[src/rtl/irpd_pkg.sv]
`default_nettype none

package irpd_pkg;

  // Frame geometry and pattern table size.
  localparam int NUM_BITS     = 12;
  localparam int IDX_W        = 4;   // holds 0..NUM_BITS
  localparam int NUM_PATTERNS = 25;
  localparam int KEY_W        = 4;
  localparam int THR_W        = 32;

  // Frame phase codes.
  localparam logic [1:0] PHASE_RESET = 2'd1;
  localparam logic [1:0] PHASE_BITS  = 2'd2;
  localparam logic [1:0] PHASE_END   = 2'd3;
  localparam logic [1:0] PHASE_IDLE  = 2'd0;

  // Register indexes on the configuration port (word address).
  localparam logic REG_BIT_THR = 1'b0;
  localparam logic REG_GAP_THR = 1'b1;

  localparam logic [THR_W-1:0] BIT_THR_RESET = 32'd200000;
  localparam logic [THR_W-1:0] GAP_THR_RESET = 32'd7000000;

  typedef logic [NUM_BITS-1:0] pattern_t;

  // Button patterns; two rows per key, key code is row / 2.
  localparam pattern_t PATTERN_TABLE [NUM_PATTERNS] = '{
    12'h002, 12'h004, 12'h802, 12'h804, 12'hC02, 12'hC04, 12'h404, 12'h402,
    12'h602, 12'h604, 12'h602, 12'h604, 12'h204, 12'h202, 12'h204, 12'h202,
    12'h302, 12'h304, 12'h702, 12'h704, 12'h702, 12'h502, 12'h504, 12'h0C4,
    12'h2C2
  };

  // Frame tracker status toward the top level.
  typedef struct packed {
    logic     frame_end;   // the item under work closes a frame
    pattern_t bits;        // bits received so far
  } irpd_frame_t;

endpackage

`default_nettype wire

[src/rtl/irpd_frame.sv]
`default_nettype none

module irpd_frame (
  input  wire logic                     clk,
  input  wire logic                     rst,
  input  wire logic                     step,
  input  wire logic [irpd_pkg::THR_W-1:0] interval,
  input  wire logic [irpd_pkg::THR_W-1:0] bit_thr,
  input  wire logic [irpd_pkg::THR_W-1:0] gap_thr,
  output irpd_pkg::irpd_frame_t         status
);
  import irpd_pkg::*;

  logic [1:0]       frame_phase, frame_phase_next;
  logic [IDX_W-1:0] bit_index, bit_index_next;
  pattern_t         received_bits, received_bits_next;

  logic above_bit, below_bit, above_gap, below_gap;
  logic store_one, store_zero, advance, frame_end;
  logic [1:0] phase_inc;

  assign above_bit = interval > bit_thr;
  assign below_bit = interval < bit_thr;
  assign above_gap = interval > gap_thr;
  assign below_gap = interval < gap_thr;

  // First matching test wins: one bit, zero bit, then frame gap.
  assign store_one  = above_bit && below_gap && (frame_phase == PHASE_BITS);
  assign store_zero = !store_one && below_bit && (frame_phase == PHASE_BITS);
  assign advance    = !store_one && !store_zero && above_gap;
  assign phase_inc  = frame_phase + 2'd1;
  assign frame_end  = advance && (phase_inc == PHASE_END);

  always_comb begin
    frame_phase_next   = frame_phase;
    bit_index_next     = bit_index;
    received_bits_next = received_bits;
    if (store_one || store_zero) begin
      if (bit_index < IDX_W'(NUM_BITS)) begin
        for (int b = 0; b < NUM_BITS; b++) begin
          if (bit_index == IDX_W'(b)) begin
            received_bits_next[b] = store_one;
          end
        end
        bit_index_next = bit_index + IDX_W'(1);
      end
    end else if (frame_end) begin
      frame_phase_next = PHASE_IDLE;
      bit_index_next   = '0;
    end else if (advance) begin
      frame_phase_next = phase_inc;
    end
  end

  always_ff @(posedge clk) begin
    if (rst) begin
      frame_phase   <= PHASE_RESET;
      bit_index     <= '0;
      received_bits <= '0;
    end else if (step) begin
      frame_phase   <= frame_phase_next;
      bit_index     <= bit_index_next;
      received_bits <= received_bits_next;
    end
  end

  assign status.frame_end = frame_end;
  assign status.bits      = received_bits;

endmodule

`default_nettype wire

[src/rtl/irpd_match.sv]
`default_nettype none

module irpd_match (
  input  wire logic [irpd_pkg::NUM_BITS-1:0] bits,
  output logic                             matched,
  output logic [irpd_pkg::KEY_W-1:0]       key_code
);
  import irpd_pkg::*;

  // Scan from the last row down so that the lowest matching row wins.
  always_comb begin
    matched  = 1'b0;
    key_code = '0;
    for (int r = NUM_PATTERNS - 1; r >= 0; r--) begin
      if (PATTERN_TABLE[r] == bits) begin
        matched  = 1'b1;
        key_code = KEY_W'(r >> 1);
      end
    end
  end

endmodule

`default_nettype wire

[src/rtl/ir_pulse_distance_key_decoder.sv]
`default_nettype none
// Path: an interval beat sits in the input register while the frame tracker works
// on it; a beat that closes a frame then loads the result register. Throughput: one
// beat per cycle, except while a frame-closing beat waits on a full result register.
// Reset (rst, synchronous, active high): frame phase 1, bit index 0, received
// bits cleared, thresholds back to 200000 and 7000000, no result pending.

module ir_pulse_distance_key_decoder (
  input  wire logic        clk,
  input  wire logic        rst,
  // Input stream: tdata[31:0] = interval.
  input  wire logic        s_tvalid,
  output logic             s_tready,
  input  wire logic [31:0] s_tdata,
  // Result stream: tdata[0] = matched, tdata[4:1] = key_code, tdata[7:5] = 0.
  output logic             m_tvalid,
  input  wire logic        m_tready,
  output logic [7:0]       m_tdata,
  // Configuration port: 0x0 bit threshold, 0x4 gap threshold.
  input  wire logic        psel,
  input  wire logic        penable,
  input  wire logic        pwrite,
  input  wire logic [2:0]  paddr,
  input  wire logic [31:0] pwdata,
  output logic [31:0]      prdata,
  output logic             pready
);
  import irpd_pkg::*;

  // Threshold registers. The word address is paddr[2]; byte offsets are ignored.
  logic [THR_W-1:0] bit_thr, gap_thr;
  logic             cfg_write;

  assign pready    = 1'b1;
  assign cfg_write = psel && penable && pwrite;

  always_ff @(posedge clk) begin
    if (rst) begin
      bit_thr <= BIT_THR_RESET;
      gap_thr <= GAP_THR_RESET;
    end else if (cfg_write) begin
      if (paddr[2] == REG_BIT_THR) begin
        bit_thr <= pwdata;
      end else begin
        gap_thr <= pwdata;
      end
    end
  end

  assign prdata = (paddr[2] == REG_BIT_THR) ? bit_thr : gap_thr;

  // Input register: holds one interval beat while the frame tracker works on it.
  logic             s1_valid;
  logic [THR_W-1:0] s1_interval;
  logic             retire;
  logic             out_free;
  irpd_frame_t      frame;

  // The result register may load when it is empty or being drained this cycle.
  // A beat that closes no frame never needs it, so it retires unconditionally.
  assign out_free = !m_tvalid || m_tready;
  assign retire   = s1_valid && (!frame.frame_end || out_free);
  assign s_tready = !s1_valid || retire;

  always_ff @(posedge clk) begin
    if (rst) begin
      s1_valid <= 1'b0;
    end else if (s_tready) begin
      s1_valid <= s_tvalid;
    end
  end

  always_ff @(posedge clk) begin
    if (s_tvalid && s_tready) begin
      s1_interval <= s_tdata;
    end
  end

  // Frame tracker: classifies the interval and updates phase, index and bits.
  irpd_frame u_frame (
    .clk      (clk),
    .rst      (rst),
    .step     (retire),
    .interval (s1_interval),
    .bit_thr  (bit_thr),
    .gap_thr  (gap_thr),
    .status   (frame)
  );

  // The gap beat that closes a frame stores no bit, so the current bits are final.
  logic             match_hit;
  logic [KEY_W-1:0] match_key;

  irpd_match u_match (
    .bits     (frame.bits),
    .matched  (match_hit),
    .key_code (match_key)
  );

  // Result register.
  logic             out_valid;
  logic             out_matched;
  logic [KEY_W-1:0] out_key;
  logic             out_load;

  assign out_load = retire && frame.frame_end;

  always_ff @(posedge clk) begin
    if (rst) begin
      out_valid <= 1'b0;
    end else if (out_load) begin
      out_valid <= 1'b1;
    end else if (m_tready) begin
      out_valid <= 1'b0;
    end
  end

  always_ff @(posedge clk) begin
    if (out_load) begin
      out_matched <= match_hit;
      out_key     <= match_key;
    end
  end

  assign m_tvalid = out_valid;
  assign m_tdata  = {3'b000, out_key, out_matched};

endmodule

`default_nettype wire

[config.mk]
export PLATFORM = sky130hd
export DESIGN_NAME = ir_pulse_distance_key_decoder
export DESIGN_NICKNAME = d
export VERILOG_FILES = /design/src/rtl/irpd_pkg.sv /design/src/rtl/irpd_frame.sv /design/src/rtl/irpd_match.sv /design/src/rtl/ir_pulse_distance_key_decoder.sv
export SDC_FILE = /design/constraint.sdc
export NUM_CORES = 1
export LEC_CHECK = 0
export BUFFER_PORTS_ARGS = -buffer_cell sky130_fd_sc_hd__buf_2
export CAP_MARGIN = 30
export CORE_ASPECT_RATIO = 0.9
export CORE_MARGIN = 4
export CORE_UTILIZATION = 55
export CTS_BUF_LIST = sky130_fd_sc_hd__clkbuf_4
export DETAILED_ROUTE_END_ITERATION = 10
export GPL_ROUTABILITY_DRIVEN = 0
export PLACE_DENSITY = 0.89
export SETUP_SLACK_MARGIN = 0.2
export SLEW_MARGIN = 20
export SYNTH_ARGS = -nofsm -noshare
export SYNTH_HDL_FRONTEND = slang
export SYNTH_HIERARCHICAL = 1
export SYNTH_SLANG_ARGS = --single-unit
[constraint.sdc]
create_clock -name clk -period 4.9 [get_ports clk]
set_clock_uncertainty 0.15 [all_clocks]
set_input_delay 0.49 -clock clk [delete_from_list [all_inputs] [get_ports clk]]
set_output_delay 0.49 -clock clk [all_outputs]
set_load 0.005 [all_outputs]
Word-level counts from Yosys, hierarchy flattened --
Index checks and enable logic that the tools add are counted. Widths: inputs -> output; s select.
Word-level totals: flip-flop bits (word level) 121, latch bits 0, memory bits (writable) 0, bits in read-only memories 0, input bits 74, output and inout port bits 43, logic and storage cells 140, memories 0
Cells by class: add/subtract/negate cells 2, multiply operators 0, div/mod/pow operators 0, order comparisons 5, equal/unequal tests 34, shifts and indexed selects 0, multiplexer cells 27, bitwise logic cells 2, reductions and logical operators 46
Operators with widths (count):
- $eq 11x12->1 const A | 8
- $gt 32x32->1 | 2
- $lt 32x32->1 | 2
- $eq 10x12->1 const A | 5
- $eq 12x12->1 const A | 4
- $reduce_and 4->1 | 12
- $mux 4 | 11
- $mux 32 | 1
- $reduce_or 19->1 | 1
- $eq 4x3->1 const B | 4
- $eq 4x4->1 const B | 4
- $eq 2x12->1 const A | 1
- $eq 3x12->1 const A | 1
- $eq 8x12->1 const A | 1
- $logic_and 1x1->1 | 12
- $mux 2 | 6
- $mux 3 | 4
- $reduce_or 12->1 | 1
- $eq 4x2->1 const B | 2
- $reduce_or 8->1 | 1
- $reduce_and 3->1 | 2
- $reduce_bool 2->1 | 3
- $logic_not 1->1 | 5
- $mux 1 | 5
- 12 further kinds | 18

Longest topological paths before layout --
Gate-level depths: netlist (run 1).
word-level depth 19, depth in mapped cells 16, gate-level depth less buffers 14

Cells and area by module --
Netlist (run 1), hierarchy kept.
By module, submodules not included:
- ir_pulse_distance_key_decoder | times used 1, cells each 346, area an instance 4299.1 µm², seq. area each 2432.3 µm²
- irpd_frame | times used 1, cells each 346, area an instance 2616.3 µm², seq. area each 360.3 µm²
- irpd_match | times used 1, cells each 37, area an instance 250.2 µm², seq. area each 0.0 µm²

Worst setup path after synthesis (run 1) --
OpenSTA, ideal clock, no wires.
path kind reg2reg, start point register s1_interval[14], end point register u_frame.received_bits[1], library setup time 0.091 ns, data arrival time 3.383 ns, setup slack 1.276 ns, cell stages (with the launch flop) 15, path through edfxtp_1 -> ha_1 -> a21oi_2 -> nand2_1 -> a221o_1 -> o31a_4 -> nor2_1 -> buf_2 -> nor4_1 -> buf_4 -> a21boi_0 -> nand2_1 -> nor3_1 -> a31oi_1 -> a311oi_1
On the way: longest elaborated chain between the ends 14
Ends and longest elaborated chain:
- from (decl) | line ir_pulse_distance_key_decoder.sv:54 | logic [THR_W-1:0] s1_interval;
- from (signal assigned) | line ir_pulse_distance_key_decoder.sv:75 | s1_interval <= s_tdata;
- $gt 32x32->1 / $lt 32x32->1 (equally long branches) | line irpd_frame.sv:22, irpd_frame.sv:25
- $logic_and 1x1->1 (2 in series) | line irpd_frame.sv:28 | assign store_one = above_bit && below_gap && (frame_phase == PHASE_BITS);
- $logic_not 1->1 | line irpd_frame.sv:29, irpd_frame.sv:30
- $logic_and 1x1->1 (2 in series) | line irpd_frame.sv:29 | assign store_zero = !store_one && below_bit && (frame_phase == PHASE_BITS);
- $logic_not 1->1 | line irpd_frame.sv:30 | assign advance = !store_one && !store_zero && above_gap;
- $logic_and 1x1->1 | line irpd_frame.sv:30
- $logic_and 1x1->1 * | line irpd_frame.sv:30
- $logic_and 1x1->1 * | line irpd_frame.sv:32 | assign frame_end = advance && (phase_inc == PHASE_END);
- net u_frame.frame_end | line irpd_frame.sv:19 | logic store_one, store_zero, advance, frame_end;
- $logic_not 1->1 * | line ir_pulse_distance_key_decoder.sv:62 | assign retire = s1_valid && (!frame.frame_end || out_free);
- $logic_or 1x1->1 * | line ir_pulse_distance_key_decoder.sv:62
- $logic_and 1x1->1 * | line ir_pulse_distance_key_decoder.sv:62
- net retire | line ir_pulse_distance_key_decoder.sv:55 | logic retire;
- $reduce_and 4->1 (no source line) *
- to (signal assigned) | line irpd_frame.sv:63 | received_bits <= received_bits_next;
- to (decl) | line irpd_frame.sv:16 | pattern_t received_bits, received_bits_next;
Mark *: on every way through the listed nets, which the timed path passes. The rest lies on a longest branch. A chain may end at the register's enable or synchronous reset.

==> results of run 1 <==
==> power groups by stage <==
| stage | sequential, W | clock [W] | combinational [W] |
|---|---|---|---|
| finish | 0.00108 | 0.000838 | 0.000264 |
| global placement | 0.00110 | 0 | 0.000229 |
| floorplan | 0.00110 | 0 | 0.000161 |
| detailed placement | 0.00110 | 0 | 0.000239 |
| CTS | 0.00108 | 0.000852 | 0.000261 |
| global route | 0.00109 | 0.000900 | 0.000292 |
==> repair_timing <==
item	in CTS	in global routing
hold endpoints to repair	32	0
setup endpoints to repair	0	1
resized for setup	0	1
hold buffers	32	0
==> cells in the final DEF (no fill, tap or decap), types with 3 or more instances in the layout <==
cell,count
conb_1,4
clkinv_2,3
nor2b_1,4
inv_1,72
nor2_1,43
ha_1,69
clkbuf_4,18
a221oi_1,4
o21bai_1,3
buf_4,8
buf_2,110
a21o_1,7
nor3_1,5
edfxtp_1,37
nor4_2,4
nor4_1,3
or3_1,3
and4_1,3
o211ai_1,3
nand2_1,32
nand4_1,23
dlygate4sd3_1,32
nand3_1,14
mux2i_1,67
nand2b_1,77
bufinv_16,5
mux2_2,32
o21ai_0,21
dfxtp_1,84
clkinvlp_4,3
a21oi_1,40
==> Yosys cell counts, drive strengths merged (2+ instances only) <==
master | instances | share of area, %
nor4b | 2 | 0.33
o31ai | 3 | 0.51
a221oi | 4 | 0.49
and4 | 3 | 0.37
nand4b | 2 | 0.24
edfxtp | 37 | 16
nand2b | 78 | 6.8
a21o | 7 | 0.73
o21ai | 21 | 1.5
nor2 | 43 | 2.3
nand4 | 24 | 2.2
nand2 | 32 | 1.7
o211ai | 3 | 0.31
and2 | 2 | 0.17
clkbuf | 13 | 0.70
or3 | 4 | 0.42
nor3 | 5 | 0.35
ha | 69 | 12
a21oi | 42 | 3.0
o21bai | 3 | 0.31
a31oi | 2 | 0.17
nor2b | 4 | 0.35
nand3 | 14 | 0.98
dfxtp | 84 | 23
a221o | 2 | 0.28
buf | 23 | 2.5
conb | 2 | 0.10
o22ai | 2 | 0.26
nand3b | 2 | 0.21
nor4 | 7 | 0.87
xnor2 | 2 | 0.24
o32ai | 2 | 0.24
a21boi | 2 | 0.26
mux2i | 67 | 9.4
inv | 72 | 3.8
mux2 | 32 | 5.0
nor3b | 2 | 0.21
a211o | 2 | 0.24
==> layout make-up <==
class                   count  area share [%]
diodes                      1          0.0296
clock buffers              18            1.60
clock inverters            14            2.41
inverters                  72            3.19
multi-input cells         502            45.9
flip-flops and latches    121            33.0
well taps                 164            2.42
repair buffers            152            11.4
==> path summary, 6_finish.rpt <==
check	startpoint	endpoint	slack, ns	depth (start not counted)
setup / recovery	s1_interval[14]$_DFFE_PP_	s_tready	0.68	9
hold / removal	pwdata[7]	bit_thr[7]$_SDFFE_PP0P_	0.05	3
setup reg to reg	s1_interval[14]$_DFFE_PP_	u_frame/bit_index[3]$_SDFFE_PP0P_	0.91	12
hold reg to reg	bit_thr[31]$_SDFFE_PP0P_	bit_thr[31]$_SDFFE_PP0P_	0.34	2
==> cells by family after synthesis <==
kind of cell | share of synthesized area [%]
AND/OR/NAND/NOR | 17.8
flip-flops | 39.0
buffers and inverters | 6.97
AO/OA/AOI/OAI | 9.52
multiplexers | 14.4
adder cells (fa/ha/maj) | 12.0
other | 0.105
XOR/XNOR | 0.245
==> flip-flops by register name, indices dropped and copies added, names as in the netlist <==
signal and flops:
s1_valid 1, gap_thr 32, out_matched 1, out_key 4, m_tvalid 1, bit_thr 32, u_frame/frame_phase 2, u_frame/bit_index 4
u_frame/received_bits 12, s1_interval 32
==> per-stage QoR <==
step	cells	hold WS, ns	utilization (%)
2_1_floorplan	731	0.299	-
3_3_place_gp	977	0.312	60.9
3_5_place_dp	979	0.328	61.2
4_1_cts	1043	0.0288	66.4
5_1_grt	1044	0.0311	66.5
6_report	1044	0.0530	66.5
==> per-layer routing <==
| metal | up-vias | wire length (microns) |
|---|---|---|
| met5 | - | 0 |
| met4 | 0 | 280 |
| li1 | 2846 | - |
| met1 | 2728 | 7430 |
| met3 | 23 | 1250 |
| met2 | 210 | 7920 |
==> critical path: stages, from the launching register on <==
cell,delay [ns]
edfxtp_1,0.43
ha_1,0.36
nand4_1,0.27
or3_1,0.45
a21oi_1,0.32
o31ai_4,0.13
and2_1,0.23
nor4_2,0.44
nand4b_1,0.23
buf_2,0.18
==> impl_metrics.ini, run 1 <==
[status]
outcome = finished clean

[clock_tree]
cts_sinks = 121
cts_tree = built
cts_buffer_depth = 2
root_buffer = clkbuf_4
htreeDepth = 4
path_clk_slew_ns = 0.12
post_cts_buffers = 0
cts_buffers = 17
insertion_delay_ns = 0.54

[grt]
grt_use_met1_pct = 30.0
antenna_found_initial = 1
grtUsageMet2_pct = 39.2
grt_pass1_vias = 5745
met3_usage_pct = 4.80
grt_max_degree = 48
grtUsageTotal_pct = 23.2
grt_pass1_wl_microns = 27400
busiest_layer = met2
overflow = 0

[place]
place_ws_ns = 0.842
placed_area_sq_um = 7790
port_buffers = 110
dpl.hpwl_microns = 11800

[synth]
yosysWarnings = 6
ys_ff_latch = 121
async_flop_share_pct = 0
synth-seq-area-share_pct = 39.0
syn_area_per_cell_sq_um = 9.83
syn_inst = 729
synth_edf_count = 37
synth_cell_types = 61
syn-cell-area_sq_um = 7170
synth-main-ff-cell = dfxtp_1

[sta]
fin_crit_ns = 4.22
worst_slew_pin_slew_ns = 0.942
setup_slack_ns = 0.675
fmax_mhz = 237
setup_tns_ns = 0
hold_viol = 0
maxSlewViolCount = 0
maxSlewHeadroom_pct = 37.2
rsz0062_at_grt = false
fin_crit_sh_pct = 86.2
setup_viol = 0

[power]
total_power_w = 0.00218
power_density_nw_per_um2 = 258
p_sw_w = 0.000539
comb_power_share_pct = 12.1
power.internal_w = 0.00164
ir_drop_v = 0.000176
power_leakage_nw = 3.62
swShare_pct = 24.7
seq_power_share_pct = 49.5
power_frac_clock_pct = 38.4

[worst_setup_path]
arrival_ns = 3.58
endpoint_kind = output pin
critPathMaxFanout = 4
worstSetupPathType = reg2out
start_kind = flop
cp.required_ns = 4.26

[routing]
viasPerCell = 5.56
first_pass_iters = 5
drtAntennaViolNets = 0
vias = 5807
drc_errors = 0
wire_per_inst_microns = 16.2
drt-initial-drc-count = 373
wl_microns = 16900

[final_layout]
layout.nets = 1009
ff_latch_area_sq_um = 2790
syn2layout_area_growth_pct = 18.1
drive_gt1_share_pct = 22.5
n_fill_cell = 962
fin_area_sq_um = 8460
multiInputGateArea_sq_um = 3890

[hold_path]
hp-class = in2reg

[floorplan]
core_area_sq_um = 12700
die_y_microns = 116
die-area_sq_um = 14900
io_pins = 117
num_rows = 39
die_x_microns = 128
start_util_pct = 56.3

[job]
drv_cap = 0
(Power assumes the default switching activity.)
==> inputs of run 2 (changes only) <==
Settings changed: CORE_UTILIZATION 55 to 35, PLACE_DENSITY 0.89 to 0.65.
Clock period 4.9 ns to 4.3 ns, I/O delays scaled along.
==> run 2 against run 1 <==
Net effect: power grew 10%; design area is 3.7% higher; combinational power up 20%; sequential power increased by 14%; register-to-register slack got worse by 0.38 ns; utilization decreased by 23 points; critical path type unchanged; largest power group unchanged.
==> impl_metrics.ini, run 2 (same netlist as run 1, synthesis figures left out) <==
[status]
outcome = finished clean

[clock_tree]
insertion_delay_ns = 0.54
cts_tree = built
cts_sinks = 121
htreeDepth = 4
path_clk_slew_ns = 0.11
post_cts_buffers = 0
cts_buffers = 17
root_buffer = clkbuf_4
cts_buffer_depth = 2

[final_layout]
top_regs = bit_thr: 32 flops, gap_thr: 32 flops, s1_interval: 32 flops
layout_common_cells = 110 x buf_2, 84 x dfxtp_1, 77 x nand2b_1, 72 x inv_1, 69 x ha_1
multiInputGateArea_sq_um = 3910
drive_gt1_share_pct = 22.4
ff_latch_area_sq_um = 2790
syn2layout_area_growth_pct = 22.5
layout.nets = 1032
final_common_cell = buf_2
n_fill_cell = 1909
final_util_pct = 43.8

[sta]
hold_viol = 0
maxSlewHeadroom_pct = 35.4
setup_viol = 0
fmax_mhz = 256
fin_crit_ns = 3.90
setup_tns_ns = 0
rsz0062_at_grt = false
fin_crit_sh_pct = 90.8
worst_slew_pin_slew_ns = 0.969
maxSlewViolCount = 0

[worst_setup_path]
arrival_ns = 3.32
reg2reg_depth = 16
r2r_end = u_frame/received_bits[3]$_SDFFE_PP0P_
crit_end = s_tready
crit_start = bit_thr[14]$_SDFFE_PP0P_
reg2reg_slack_ns = 0.53
endpoint_kind = output pin
start_kind = flop
critPathMaxFanout = 4
worstSetupPathType = reg2out
timing.rr.start = bit_thr[14]$_SDFFE_PP0P_
cp.required_ns = 3.72

[grt]
antenna_found_initial = 1
grt_max_degree = 52
grt_pass1_wl_microns = 28000
grtUsageTotal_pct = 15.4
grt_pass1_vias = 5504
overflow = 0

[floorplan]
die-area_sq_um = 22800
die_x_microns = 159
start_util_pct = 35.7
num_rows = 49
core_area_sq_um = 20000
io_pins = 117
die_y_microns = 144

[routing]
wl_microns = 17600
viasPerCell = 4.86
first_pass_iters = 5
drt-initial-drc-count = 327
wire_per_inst_microns = 15.2
drc_errors = 0
vias = 5626
drtAntennaViolNets = 0

[job]
drv_cap = 0

[place]
dpl.hpwl_microns = 12600
port_buffers = 110

[power]
power_density_nw_per_um2 = 274
power_leakage_nw = 3.71
ir_drop_v = 0.000177

[hold_path]
hp-class = in2reg
run 2: routing by layer:
layer	global-route usage (%)	part of all wire (%)	up-vias	routed length, microns
met2	24.6	45	128	7830
met4	4.89	1.2	0	204
met3	3.70	4.2	12	747
met5	0	0	-	0
li1	-	-	2881	-
met1	20.8	50	2605	8800
run 2: critical path, stage by stage (launching register included):
cell and delay (ns):
dfxtp_1 0.39, inv_1 0.06, ha_1 0.32, nand4_1 0.25, or3_1 0.45, a21oi_2 0.23, o31ai_4 0.12, and2_1 0.21
nor4_1 0.30, buf_4 0.19, nand4b_1 0.12, buf_2 0.16
run 2: repair_timing:
item                       in CTS  in global routing
hold endpoints to repair       71                  0
resized for setup               0                  5
setup endpoints to repair       0                 13
hold buffers                   55                  0
run 2: area by class of cell:
type | count | share of cell area [%]
multi-input combinational | 502 | 44.5
sequential | 121 | 31.8
timing repair buffer | 175 | 13.5
tap | 255 | 3.64
inverter | 72 | 3.08
clock buffer | 22 | 1.88
clock inverter | 10 | 1.47
antenna | 1 | 0.0285
run 2: worst min path at each step:
stage,depth (start not counted),to,startpoint
after floorplan,2,u_frame/received_bits[9]$_SDFFE_PP0P_,u_frame/received_bits[9]$_SDFFE_PP0P_
after global placement,1,u_frame/frame_phase[0]$_SDFFE_PP1P_,u_frame/frame_phase[0]$_SDFFE_PP1P_
after detailed placement,1,u_frame/frame_phase[0]$_SDFFE_PP1P_,u_frame/frame_phase[0]$_SDFFE_PP1P_
after CTS,3,bit_thr[17]$_SDFFE_PP1P_,pwdata[17]
after global routing,3,bit_thr[20]$_SDFFE_PP0P_,pwdata[20]
final,3,bit_thr[4]$_SDFFE_PP0P_,pwdata[4]
run 2: report_power, final:
part,internal [W],total [W],switching (W)
clock network,0.000430,0.000858,0.000428
logic,0.000159,0.000318,0.000159
registers,0.00121,0.00123,0.0000221
total,0.00180,0.00241,0.000609
run 2: through the flow:
step                      setup WS (ns)  cells  power (W)  hold WS, ns  area, sq um
final                             0.397   1158    0.00241       0.0405         8780
after global routing              0.214   1158    0.00252      0.00632         8780
after CTS                         0.254   1157    0.00243     0.000294         8750
after detailed placement          0.441   1070    0.00153        0.329         7900
after global placement            0.455   1070    0.00153        0.312         7900
after floorplan                   0.676    731    0.00143        0.299         7170
==> inputs of run 3 (changes only) <==
Settings changed: MAX_ROUTING_LAYER set to met4.
==> run 3 against run 2 <==
Net effect: first-iteration DRC count is 2.4% higher; critical path type unchanged; worst hold slack better by 0.0080 ns; highest routed layer unchanged; combinational power hardly changed; wire length is 0.42% lower; cell count stayed put; sequential share of layout area stayed put; register-to-register slack worse by 0.04 ns; non-clock buffer count stayed put.
==> impl_metrics.ini, run 3 (same netlist as run 1, synthesis figures left out) <==
[grt]
met3_usage_pct = 3.56
grtUsageTotal_pct = 15.9
antenna_found_initial = 1
overflow = 0
grtUsageMet2_pct = 24.6
grt_pass1_wl_microns = 28000
grt_pass1_vias = 5498
grt_use_met1_pct = 20.9
busiest_layer = met2
grt_max_degree = 52

[power]
total_power_w = 0.00240
power_leakage_nw = 3.71
power_density_nw_per_um2 = 274
ir_drop_v = 0.000177
power_frac_clock_pct = 35.6
swShare_pct = 25.2
seq_power_share_pct = 51.2
comb_power_share_pct = 13.2
power.internal_w = 0.00180
p_sw_w = 0.000606

[sta]
maxSlewHeadroom_pct = 36.8
fmax_mhz = 259
worst_slew_pin_slew_ns = 0.948
rsz0062_at_grt = false
fin_crit_ns = 3.86
hold_viol = 0
fin_crit_sh_pct = 89.8
setup_tns_ns = 0
whs_ns = 0.0484
setup_viol = 0
maxSlewViolCount = 0
setup_slack_ns = 0.440

[clock_tree]
insertion_delay_ns = 0.53
htreeDepth = 4
cts_buffers = 17
cts_sinks = 121
post_cts_buffers = 0
root_buffer = clkbuf_4
path_clk_slew_ns = 0.11
cts_tree = built
cts_buffer_depth = 2

[job]
drv_cap = 0

[routing]
drt-initial-drc-count = 335
wire_per_inst_microns = 15.1
viasPerCell = 4.83
vias = 5592
first_pass_iters = 5
drtAntennaViolNets = 0
wl_microns = 17500
drc_errors = 0

[worst_setup_path]
cpMaxStageDelayCell = or3_1
endpoint_kind = output pin
r2r_end = u_frame/received_bits[7]$_SDFFE_PP0P_
reg2reg_slack_ns = 0.49
cp.required_ns = 3.72
slowest_delay_ns = 0.44
arrival_ns = 3.28
critPathMaxFanout = 4
worstSetupPathType = reg2out
path_cells = inv_1 > ha_1 > nand4_1 > or3_1 > a21oi_2 > o31ai_4 > and2_1 > nor4_1 > buf_4 > nand4b_1 > buf_2
timing.rr.start = bit_thr[19]$_SDFFE_PP0P_
start_kind = flop
reg2reg_depth = 16

[place]
place_ws_ns = 0.441
port_buffers = 110
dpl.hpwl_microns = 12600

[hold_path]
worstHoldStart = pwdata[4]
hp-class = in2reg
holdPathEnd = bit_thr[4]$_SDFFE_PP0P_
hold_depth = 3

[final_layout]
multiInputGateArea_sq_um = 3910
drive_gt1_share_pct = 22.4
ff_latch_area_sq_um = 2790
layout.nets = 1032
final_common_cell = buf_2
top_regs = bit_thr: 32 flops, gap_thr: 32 flops, s1_interval: 32 flops
syn2layout_area_growth_pct = 22.5
n_fill_cell = 1909
layout_common_cells = 110 x buf_2, 84 x dfxtp_1, 77 x nand2b_1, 72 x inv_1, 69 x ha_1

[floorplan]
num_rows = 49
die_x_microns = 159
die-area_sq_um = 22800
core_area_sq_um = 20000
start_util_pct = 35.7
io_pins = 117
die_y_microns = 144

[status]
outcome = finished clean
## run 3: critical path: cells and delay by family, from the launching register on
family                   cells  cell delay, ns
adder cells (fa/ha/maj)      1            0.32
flip-flops                   1            0.39
buffers and inverters        3            0.41
AO/OA/AOI/OAI                2            0.35
AND/OR/NAND/NOR              5            1.30
## run 3: final cells by class
type                    count  share of cell area (%)
diodes                      1                  0.0285
clock inverters            10                    1.47
multi-input cells         502                    44.5
repair buffers            175                    13.5
inverters                  72                    3.08
clock buffers              22                    1.88
flip-flops and latches    121                    31.8
well taps                 255                    3.64
## run 3: worst max-delay path by stage
| stage | depth (start not counted) | from | endpoint | slack (ns) |
|---|---|---|---|---|
| after floorplan | 14 | s1_interval[14]$_DFFE_PP_ | u_frame/received_bits[1]$_SDFFE_PP0P_ | 0.68 |
| after global placement | 14 | s1_interval[21]$_DFFE_PP_ | u_frame/received_bits[1]$_SDFFE_PP0P_ | 0.45 |
| after detailed placement | 15 | bit_thr[14]$_SDFFE_PP0P_ | u_frame/received_bits[1]$_SDFFE_PP0P_ | 0.44 |
| after CTS | 11 | bit_thr[14]$_SDFFE_PP0P_ | s_tready | 0.25 |
| after global routing | 16 | bit_thr[7]$_SDFFE_PP0P_ | u_frame/received_bits[4]$_SDFFE_PP0P_ | 0.22 |
| final | 11 | bit_thr[14]$_SDFFE_PP0P_ | s_tready | 0.44 |
## run 3: per-stage QoR
step / std cells / area, sq um / utilization, %
finish: 1158 / 8780 / 43.8
detailed placement: 1070 / 7900 / 39.4
CTS: 1157 / 8750 / 43.6
global route: 1158 / 8780 / 43.8
global placement: 1070 / 7900 / 39.4
floorplan: 731 / 7170 / -
## run 3: power groups by stage
| stage | sequential [W] | combinational (W) | clock (W) |
|---|---|---|---|
| 4_1_cts | 0.00123 | 0.000317 | 0.000886 |
| 3_3_place_gp | 0.00126 | 0.000275 | 0 |
| 3_5_place_dp | 0.00126 | 0.000277 | 0 |
| 6_report | 0.00123 | 0.000317 | 0.000855 |
| 5_1_grt | 0.00124 | 0.000353 | 0.000932 |
| 2_1_floorplan | 0.00125 | 0.000184 | 0 |
## run 3: timing repair
item / 4_1_cts / 5_1_grt
setup endpoints to repair: 0 / 13
resized for setup: 0 / 5
hold endpoints to repair: 71 / 0
hold buffers: 55 / 0
## run 3: metal layers
| metal | vias to the layer above | part of all wire [%] |
|---|---|---|
| li1 | 2884 | - |
| met4 | 0 | 1.0 |
| met5 | - | 0 |
| met1 | 2569 | 49 |
| met3 | 11 | 4.8 |
| met2 | 128 | 45 |
